[src/rtl/tlbpt_pkg.sv]
// Shared types and constants for the TLB and page-table translator.
`default_nettype none
package tlbpt_pkg;

    localparam int VA_W      = 16;
    localparam int PA_W      = 15;
    localparam int PAGE_BITS = 8;
    localparam int PN_W      = VA_W - PAGE_BITS;
    localparam int NUM_PAGES = 1 << PN_W;

    typedef logic [VA_W-1:0]      t_vaddr;
    typedef logic [PA_W-1:0]      t_paddr;
    typedef logic [PN_W-1:0]      t_page;
    typedef logic [PAGE_BITS-1:0] t_offset;

    // Commands from the controller to the datapath.
    typedef struct packed {
        logic capture;
        logic lookup;
        logic commit;
    } t_ctrl_cmd;

    // Status from the datapath to the controller.
    typedef struct packed {
        logic out_free;
    } t_dp_status;

endpackage
`default_nettype wire

[src/rtl/tlbpt_if.sv]
// Valid/ready channel interfaces for address items and translation results.
`default_nettype none
interface tlbpt_in_if;
    import tlbpt_pkg::*;

    logic   valid;
    logic   ready;
    t_vaddr virt_addr;

    modport source (output valid, output virt_addr, input ready);
    modport sink (input valid, input virt_addr, output ready);
endinterface

interface tlbpt_out_if;
    import tlbpt_pkg::*;

    logic   valid;
    logic   ready;
    t_paddr phys_addr;
    logic   tlb_hit;
    logic   page_fault;

    modport source (output valid, output phys_addr, output tlb_hit, output page_fault,
                    input ready);
    modport sink (input valid, input phys_addr, input tlb_hit, input page_fault,
                  output ready);
endinterface
`default_nettype wire

[src/rtl/tlbpt_ctrl.sv]
// Controller state machine: accept, look up, commit.
`default_nettype none
module tlbpt_ctrl (
    input  wire                     i_clk,
    input  wire                     i_rst_n,
    input  wire                     i_in_valid,
    output logic                    o_in_ready,
    input  tlbpt_pkg::t_dp_status   i_status,
    output tlbpt_pkg::t_ctrl_cmd    o_cmd
);
    import tlbpt_pkg::*;

    localparam logic [1:0] S_IDLE = 2'd0;
    localparam logic [1:0] S_LOOK = 2'd1;
    localparam logic [1:0] S_RES  = 2'd2;

    logic [1:0] r_state;
    logic [1:0] n_state;

    always_comb begin
        n_state    = r_state;
        o_in_ready = 1'b0;
        o_cmd      = '0;
        unique case (r_state)
            S_IDLE: begin
                o_in_ready = 1'b1;
                if (i_in_valid) begin
                    o_cmd.capture = 1'b1;
                    n_state       = S_LOOK;
                end
            end
            S_LOOK: begin
                o_cmd.lookup = 1'b1;
                n_state      = S_RES;
            end
            S_RES: begin
                // hold until the output register can take the result
                if (i_status.out_free) begin
                    o_cmd.commit = 1'b1;
                    n_state      = S_IDLE;
                end
            end
            default: begin
                n_state = S_IDLE;
            end
        endcase
    end

    always_ff @(posedge i_clk) begin
        if (!i_rst_n) begin
            r_state <= S_IDLE;
        end else begin
            r_state <= n_state;
        end
    end

endmodule
`default_nettype wire

[src/rtl/tlbpt_dpath.sv]
// Datapath: TLB, page-table valid bits, frame and reverse-map memories, result register.
`default_nettype none
module tlbpt_dpath #(
    parameter int TLB_ENTRIES = 16,
    parameter int NUM_FRAMES  = 128
) (
    input  wire                     i_clk,
    input  wire                     i_rst_n,
    input  tlbpt_pkg::t_ctrl_cmd    i_cmd,
    output tlbpt_pkg::t_dp_status   o_status,
    input  tlbpt_pkg::t_vaddr       i_virt_addr,
    input  wire                     i_out_ready,
    output logic                    o_out_valid,
    output tlbpt_pkg::t_paddr       o_phys_addr,
    output logic                    o_tlb_hit,
    output logic                    o_page_fault
);
    import tlbpt_pkg::*;

    localparam int TW = $clog2(TLB_ENTRIES);
    localparam int FW = $clog2(NUM_FRAMES);
    localparam int CW = FW + PAGE_BITS;
    localparam logic [TW-1:0] TLB_LAST   = TW'(TLB_ENTRIES - 1);
    localparam logic [FW-1:0] FRAME_LAST = FW'(NUM_FRAMES - 1);

    // Captured item
    t_vaddr r_va;

    // TLB
    logic [TLB_ENTRIES-1:0] r_tlb_valid;
    t_page                  r_tlb_page  [TLB_ENTRIES];
    logic [FW-1:0]          r_tlb_frame [TLB_ENTRIES];
    logic [TW-1:0]          r_tlb_next;

    // Page table and frame allocation
    logic [NUM_PAGES-1:0]   r_pt_valid;
    logic [FW-1:0]          mem_pt_frame [NUM_PAGES];
    t_page                  mem_rmap     [NUM_FRAMES];
    logic [FW-1:0]          r_frame_next;
    logic                   r_wrapped;

    // Lookup results
    logic                   r_hit;
    logic [FW-1:0]          r_hit_frame;
    logic                   r_pt_hit;
    logic [FW-1:0]          r_pt_rd;
    t_page                  r_rmap_rd;

    // Output register
    logic                   r_out_valid;
    t_paddr                 r_out_pa;
    logic                   r_out_hit;
    logic                   r_out_fault;

    t_page                  pg;
    t_offset                off;
    logic                   n_hit;
    logic [FW-1:0]          n_hit_frame;
    logic                   fault;
    logic                   refill;
    logic [FW-1:0]          frame_sel;
    logic [CW-1:0]          pa_full;

    assign pg  = r_va[VA_W-1:PAGE_BITS];
    assign off = r_va[PAGE_BITS-1:0];

    // Lowest matching TLB entry wins
    always_comb begin
        n_hit       = 1'b0;
        n_hit_frame = '0;
        for (int k = 0; k < TLB_ENTRIES; k++) begin
            if (!n_hit && r_tlb_valid[k] && (r_tlb_page[k] == pg)) begin
                n_hit       = 1'b1;
                n_hit_frame = r_tlb_frame[k];
            end
        end
    end

    assign fault     = !r_hit && !r_pt_hit;
    assign refill    = !r_hit && r_pt_hit;
    assign frame_sel = r_hit ? r_hit_frame : (r_pt_hit ? r_pt_rd : r_frame_next);
    assign pa_full   = {frame_sel, off};

    assign o_status.out_free = !r_out_valid || i_out_ready;

    always_ff @(posedge i_clk) begin
        if (i_cmd.capture) begin
            r_va <= i_virt_addr;
        end
        if (i_cmd.lookup) begin
            r_hit       <= n_hit;
            r_hit_frame <= n_hit_frame;
            r_pt_hit    <= r_pt_valid[pg];
            r_pt_rd     <= mem_pt_frame[pg];
            r_rmap_rd   <= mem_rmap[r_frame_next];
        end
        if (i_cmd.commit) begin
            r_out_pa    <= PA_W'(pa_full);
            r_out_hit   <= r_hit;
            r_out_fault <= fault;
        end
    end

    // Memories: frame per page and page per frame
    always_ff @(posedge i_clk) begin
        if (i_cmd.commit && fault) begin
            mem_pt_frame[pg]       <= r_frame_next;
            mem_rmap[r_frame_next] <= pg;
        end
    end

    // TLB payload: refill one slot, or retarget entries that hold the taken frame
    always_ff @(posedge i_clk) begin
        if (i_cmd.commit && refill) begin
            r_tlb_page[r_tlb_next]  <= pg;
            r_tlb_frame[r_tlb_next] <= r_pt_rd;
        end
        if (i_cmd.commit && fault) begin
            for (int k = 0; k < TLB_ENTRIES; k++) begin
                if (r_tlb_valid[k] && (r_tlb_frame[k] == r_frame_next)) begin
                    r_tlb_page[k] <= pg;
                end
            end
        end
    end

    always_ff @(posedge i_clk) begin
        if (!i_rst_n) begin
            r_tlb_valid  <= '0;
            r_tlb_next   <= '0;
            r_pt_valid   <= '0;
            r_frame_next <= '0;
            r_wrapped    <= 1'b0;
            r_out_valid  <= 1'b0;
        end else begin
            if (i_cmd.commit) begin
                r_out_valid <= 1'b1;
            end else if (i_out_ready) begin
                r_out_valid <= 1'b0;
            end
            if (i_cmd.commit && refill) begin
                r_tlb_valid[r_tlb_next] <= 1'b1;
                r_tlb_next <= (r_tlb_next == TLB_LAST) ? '0 : r_tlb_next + 1'b1;
            end
            if (i_cmd.commit && fault) begin
                // once wrapped, the taken frame still backs exactly one valid page
                if (r_wrapped) begin
                    r_pt_valid[r_rmap_rd] <= 1'b0;
                end
                r_pt_valid[pg] <= 1'b1;
                if (r_frame_next == FRAME_LAST) begin
                    r_frame_next <= '0;
                    r_wrapped    <= 1'b1;
                end else begin
                    r_frame_next <= r_frame_next + 1'b1;
                end
            end
        end
    end

    assign o_out_valid  = r_out_valid;
    assign o_phys_addr  = r_out_pa;
    assign o_tlb_hit    = r_out_hit;
    assign o_page_fault = r_out_fault;

endmodule
`default_nettype wire

[src/rtl/tlb_page_table_translator_core.sv]
// Top level of the virtual-to-physical translator with FIFO-refilled TLB and page table.
//
// Each item is a 16-bit virtual address (page in bits 15:8, offset in 7:0)
// and yields one result: the 15-bit physical address and flags for a TLB hit
// and for a page fault. An item passes three steps from acceptance to a
// registered result: capture, lookup (parallel TLB compare plus registered
// reads of the page-frame and reverse-map memories), and commit. The next item
// is accepted in the cycle after commit, so the block takes no new item until
// the last one has committed; the result register lets the next
// item be accepted while the previous result waits. A reverse map from frame
// to page lets a fault drop the old mapping of the reused frame in one step.
// All valid bits clear at reset; no clearing pass is needed.
`default_nettype none
module tlb_page_table_translator_core #(
    parameter int TLB_ENTRIES = 16,
    parameter int NUM_FRAMES  = 128
) (
    input  wire           i_clk,
    input  wire           i_rst_n,
    tlbpt_in_if.sink      i_in,
    tlbpt_out_if.source   o_out
);
    import tlbpt_pkg::*;

    t_ctrl_cmd  cmd;
    t_dp_status status;

    tlbpt_ctrl u_ctrl (
        .i_clk      (i_clk),
        .i_rst_n    (i_rst_n),
        .i_in_valid (i_in.valid),
        .o_in_ready (i_in.ready),
        .i_status   (status),
        .o_cmd      (cmd)
    );

    tlbpt_dpath #(
        .TLB_ENTRIES (TLB_ENTRIES),
        .NUM_FRAMES  (NUM_FRAMES)
    ) u_dpath (
        .i_clk        (i_clk),
        .i_rst_n      (i_rst_n),
        .i_cmd        (cmd),
        .o_status     (status),
        .i_virt_addr  (i_in.virt_addr),
        .i_out_ready  (o_out.ready),
        .o_out_valid  (o_out.valid),
        .o_phys_addr  (o_out.phys_addr),
        .o_tlb_hit    (o_out.tlb_hit),
        .o_page_fault (o_out.page_fault)
    );

endmodule
`default_nettype wire

[src/flat_wrapper.sv]
// flat-port wrapper written by rule: the top's interface ports become plain ports
module tlb_page_table_translator_core_flat import tlbpt_pkg::*;
#(
    parameter int TLB_ENTRIES = 16,
    parameter int NUM_FRAMES  = 128
)
  (i_clk, i_rst_n, i_in_valid, i_in_virt_addr, i_in_ready, o_out_valid, o_out_phys_addr, o_out_tlb_hit, o_out_page_fault, o_out_ready);
  tlbpt_in_if i_in_i ();
  tlbpt_out_if o_out_i ();
  input  wire i_clk;
  input  wire i_rst_n;
  input wire logic [$bits(i_in_i.valid)-1:0] i_in_valid;
  input wire logic [$bits(i_in_i.virt_addr)-1:0] i_in_virt_addr;
  output wire logic [$bits(i_in_i.ready)-1:0] i_in_ready;
  output wire logic [$bits(o_out_i.valid)-1:0] o_out_valid;
  output wire logic [$bits(o_out_i.phys_addr)-1:0] o_out_phys_addr;
  output wire logic [$bits(o_out_i.tlb_hit)-1:0] o_out_tlb_hit;
  output wire logic [$bits(o_out_i.page_fault)-1:0] o_out_page_fault;
  input wire logic [$bits(o_out_i.ready)-1:0] o_out_ready;
  assign i_in_i.valid = i_in_valid;
  assign i_in_i.virt_addr = i_in_virt_addr;
  assign i_in_ready = i_in_i.ready;
  assign o_out_valid = o_out_i.valid;
  assign o_out_phys_addr = o_out_i.phys_addr;
  assign o_out_tlb_hit = o_out_i.tlb_hit;
  assign o_out_page_fault = o_out_i.page_fault;
  assign o_out_i.ready = o_out_ready;
  tlb_page_table_translator_core #(.TLB_ENTRIES(TLB_ENTRIES), .NUM_FRAMES(NUM_FRAMES)) u_core (.i_clk(i_clk), .i_rst_n(i_rst_n), .i_in(i_in_i), .o_out(o_out_i));
endmodule
[config.mk]
export PLATFORM = sky130hd
export DESIGN_NAME = tlb_page_table_translator_core_flat
export DESIGN_NICKNAME = d
export VERILOG_FILES = /design/src/rtl/tlbpt_pkg.sv /design/src/rtl/tlbpt_if.sv /design/src/rtl/tlbpt_ctrl.sv /design/src/rtl/tlbpt_dpath.sv /design/src/rtl/tlb_page_table_translator_core.sv /design/src/flat_wrapper.sv
export SDC_FILE = /design/constraint.sdc
export NUM_CORES = 2
export LEC_CHECK = 0
export ABC_CLOCK_PERIOD_IN_PS = 8200
export BUFFER_PORTS_ARGS = -buffer_cell sky130_fd_sc_hd__buf_4
export CAP_MARGIN = 25
export CORE_UTILIZATION = 35
export DETAILED_ROUTE_END_ITERATION = 8
export SYNTH_ARGS = -nofsm -noshare
export SYNTH_HDL_FRONTEND = slang
export SYNTH_SLANG_ARGS = --single-unit
[constraint.sdc]
create_clock -name i_clk -period 8.2 [get_ports i_clk]
set_clock_uncertainty 0.05 [all_clocks]
set_input_delay 0.82 -clock i_clk [delete_from_list [all_inputs] [get_ports i_clk]]
set_output_delay 0.82 -clock i_clk [all_outputs]
set_load 0.03 [all_outputs]
==> impl_metrics.env <==
export IMPL_status="complete, no violations"
export IMPL_grt_max_degree=258
export IMPL_fin_crit_ns=4.74
export IMPL_placed_area_mm2=0.139
export IMPL_worst_slew_pin_slew_ns=1.41
export IMPL_antenna_found_initial=3
export IMPL_yosys_top_cells_area="edfxtp_1 (70%), mux4_2 (12%), dfxtp_1 (4.3%), o21a_1 (3.0%), a22oi_1 (2.2%)"
export IMPL_grt_ovfl_total=0
export IMPL_drtIter0Drc=8199
export IMPL_rsz0062_at_grt="no"
export IMPL_syn_avg_cell_area_um2=18.9
export IMPL_cp_common_cell="o21ai_0"
export IMPL_gp_congestion=0.840
export IMPL_ys_flop_type="edfxtp_1"
export IMPL_cts_tree="done"
export IMPL_crit_start="u_core.u_dpath.r_va[9]$_DFFE_PP_"
export IMPL_fp_dieArea_mm2=0.382
export IMPL_cts_repair_resized=0
export IMPL_post_synth_top_area_fraction_pct=70.4
export IMPL_yosysTopAreaCell="edfxtp_1"
export IMPL_core_area_mm2=0.377
export IMPL_start_util_pct=35.2
export IMPL_hpwlAfterDp_um=207000
export IMPL_grt_pass1_wl_um=510000
export IMPL_wl_per_cell_um=28.5
export IMPL_syn_area_mm2=0.133
export IMPL_irDropWorstVdd_uv=202
export IMPL_stdcell_area_mm2=0.151
export IMPL_synthCells=7031
export IMPL_synth_common_cells="edfxtp_1 (3113), mux4_2 (680), o21a_1 (530)"
export IMPL_p_int_uw=28000
export IMPL_arrival_ns=5.32
export IMPL_fp_row_count=225
export IMPL_slowest_delay_ns=0.73
export IMPL_setup_violations=0
export IMPL_cts_clk_slew_worst_paths_ns=0.06
export IMPL_ys_ff_latch=3400
export IMPL_pin_count=39
export IMPL_io_buffers=38
export IMPL_power_share_clock_pct=44.1
export IMPL_path_max_fanout=82
export IMPL_required_ns=8.78
export IMPL_post_cts_buffers=0
export IMPL_period_share_pct=57.8
export IMPL_cts_buffers=343
export IMPL_insertion_delay_ns=0.93
export IMPL_cts_buffer_depth=4
export IMPL_syn_num_nets=7056
export IMPL_crit_chain="buf_12 > buf_4 > buf_4 > mux4_2 > mux4_2 > nand2_1 > o21ai_0 > o21ai_0 > o21ai_0 > a311o_1"
export IMPL_die_h_um=618
export IMPL_setup_slack_ns=3.46
export IMPL_viasPerCell=5.62
export IMPL_chipWidth_um=618
export IMPL_combPwrFrac_pct=2.5
export IMPL_synth_edff_count=3113
export IMPL_swShare_pct=20.4
export IMPL_syn_to_final_growth_pct=13.5
export IMPL_place_ws_ns=3.45
export IMPL_fmax_mhz=211
export IMPL_finalHoldViolCount=0
export IMPL_hp_class="in -> reg"
export IMPL_slew_limit_headroom_pct=6.23
export IMPL_finalMaxSlewViolations=0
export IMPL_drive_gt1_share_pct=19.7
export IMPL_root_buffer="clkbuf_16"
export IMPL_rr_startpoint="u_core.u_dpath.r_va[9]$_DFFE_PP_"
export IMPL_p_seq_share_pct=53.5
export IMPL_htree_levels=5
export IMPL_leakagePower_uw=0.0428
export IMPL_dr_pass1_iters=6
export IMPL_drc_errors=0
export IMPL_grt_pass1_vias=69900
export IMPL_synth_most_common_cell="edfxtp_1"
export IMPL_totalWireLength_um=354000
export IMPL_antenna_left=0
export IMPL_grtUsageTotal_pct=18.2
export IMPL_fin_nets=7195
export IMPL_synth_async_reset_ratio_pct=0
export IMPL_p_sw_uw=7180
export IMPL_yosysWarningCount=0
export IMPL_clock_sinks=3400
export IMPL_cp_slowest_cell="buf_4"
export IMPL_endpoint_kind="flip-flop"
export IMPL_crit_type="reg -> reg"
export IMPL_tns_ns=0
export IMPL_start_kind="flip-flop"
export IMPL_hold_path_startpoint="i_in_virt_addr[10]"
export IMPL_vias=69900
export IMPL_cap_violations=0
export IMPL_yosysSeqAreaShare_pct=74.7
export IMPL_yosysUniqueCellTypes=57
export IMPL_power_per_cell_area_mw_per_mm2=233
## sequential cells by signal (all words and copies together), names as in the netlist, 2 cells and up
name and count:
u_core.u_ctrl.r_state 2, u_core.u_dpath.mem_pt_frame 1792, u_core.u_dpath.mem_rmap 1024, u_core.u_dpath.o_phys_addr 15
u_core.u_dpath.r_frame_next 7, u_core.u_dpath.r_hit_frame 7, u_core.u_dpath.r_pt_rd 7, u_core.u_dpath.r_pt_valid 256
u_core.u_dpath.r_rmap_rd 8, u_core.u_dpath.r_tlb_frame 112, u_core.u_dpath.r_tlb_next 4, u_core.u_dpath.r_tlb_page 128
u_core.u_dpath.r_tlb_valid 16, u_core.u_dpath.r_va 16
## per-layer routing
layer	part of all wire (%)	global-route usage, %
met5	0	0
met4	3.5	6.11
met3	7.8	3.21
met2	48	29.2
met1	41	24.9
## what timing repair did
| action | CTS | global route |
|---|---|---|
| setup endpoints to repair | 0 | 0 |
| hold buffers | 8 | 0 |
| endpoints found under the hold margin | 8 | 0 |
## cells in the final DEF (no fill, tap or decap), drive strengths merged, types with 10 or more instances in the layout
cell | synthesis | final
a21oi | 27 | 27
clkinvlp | 0 | 12
nor3 | 45 | 45
dfxtp | 287 | 287
or3 | 16 | 16
a221oi | 71 | 71
a31o | 18 | 18
buf | 171 | 242
a22o | 67 | 67
nand3 | 59 | 59
o21ai | 73 | 73
nor2b | 17 | 17
bufinv | 0 | 29
inv | 12 | 24
and2 | 10 | 10
nor4 | 26 | 26
a31oi | 22 | 22
xor2 | 35 | 35
mux2i | 15 | 15
nand4 | 155 | 155
clkinv | 0 | 118
a22oi | 391 | 391
mux4 | 680 | 680
o21a | 530 | 530
edfxtp | 3113 | 3113
xnor2 | 213 | 213
o211ai | 32 | 32
nor2 | 437 | 437
nand2 | 142 | 142
clkbuf | 285 | 453
and3 | 14 | 14
## kinds of logic (layout without fill, tap and decap cells)
logic type | Yosys count | in the layout | share of synthesized area, %
simple gates | 954 | 954 | 3.34
compound gates | 1258 | 1258 | 7.08
other cells | 0 | 1 | 0
xor+xnor | 248 | 248 | 1.64
mux | 698 | 698 | 11.7
buf+inv | 468 | 886 | 1.48
fa+ha+maj | 5 | 5 | 0.0471
flops | 3400 | 3400 | 74.7
## final cells by class
cell class | count | area, um^2
multi-input combinational | 3163 | 31700
clock buffer | 453 | 9290
sequential | 3400 | 99300
tap | 4994 | 6250
antenna | 1 | 2.50
clock inverter | 171 | 1740
timing repair buffer | 250 | 2370
inverter | 12 | 45.0
fill | 33500 | 226000
## through the flow
| step | hold slack [ns] | total power [uW] | util, % | instances |
|---|---|---|---|---|
| final | 0.0717 | 35200 | 40.0 | 12400 |
| after global routing | 0.0405 | 36100 | 40.0 | 12400 |
| after CTS | 0.0213 | 35400 | 39.9 | 12400 |
| after detailed placement | 0.358 | 20000 | 37.0 | 11800 |
| after global placement | 0.357 | 20000 | 36.9 | 11800 |
| after floorplan | 0.350 | 19700 | - | 7031 |
## worst paths after layout
path	to	slack (ns)	depth (start not counted)
worst min-delay path	u_core.u_dpath.r_va[10]$_DFFE_PP_	0.07	1
worst min register to register	u_core.u_dpath.o_phys_addr[3]$_DFFE_PP_	0.37	0
worst max-delay path	u_core.u_dpath.r_pt_rd[0]$_DFFE_PN_	3.46	10
worst max register to register	u_core.u_dpath.r_pt_rd[0]$_DFFE_PN_	3.46	10
## power groups by stage
stage / clock, uW / sequential (uW) / combinational (uW)
floorplan: 0 / 19200 / 496
global placement: 0 / 19200 / 857
detailed placement: 0 / 19200 / 873
CTS: 15700 / 18800 / 876
finish: 15500 / 18800 / 867
global route: 16300 / 18800 / 913
## critical path, delay by kind of cell, from the launching register on
| family | cells | cell delay (ns) |
|---|---|---|
| AO/OA/AOI/OAI | 4 | 0.80 |
| multiplexers | 2 | 1.03 |
| flip-flops | 1 | 0.41 |
| AND/OR/NAND/NOR | 1 | 0.31 |
| buffers and inverters | 3 | 1.68 |
Note: power is estimated with default switching activity, not from simulation.
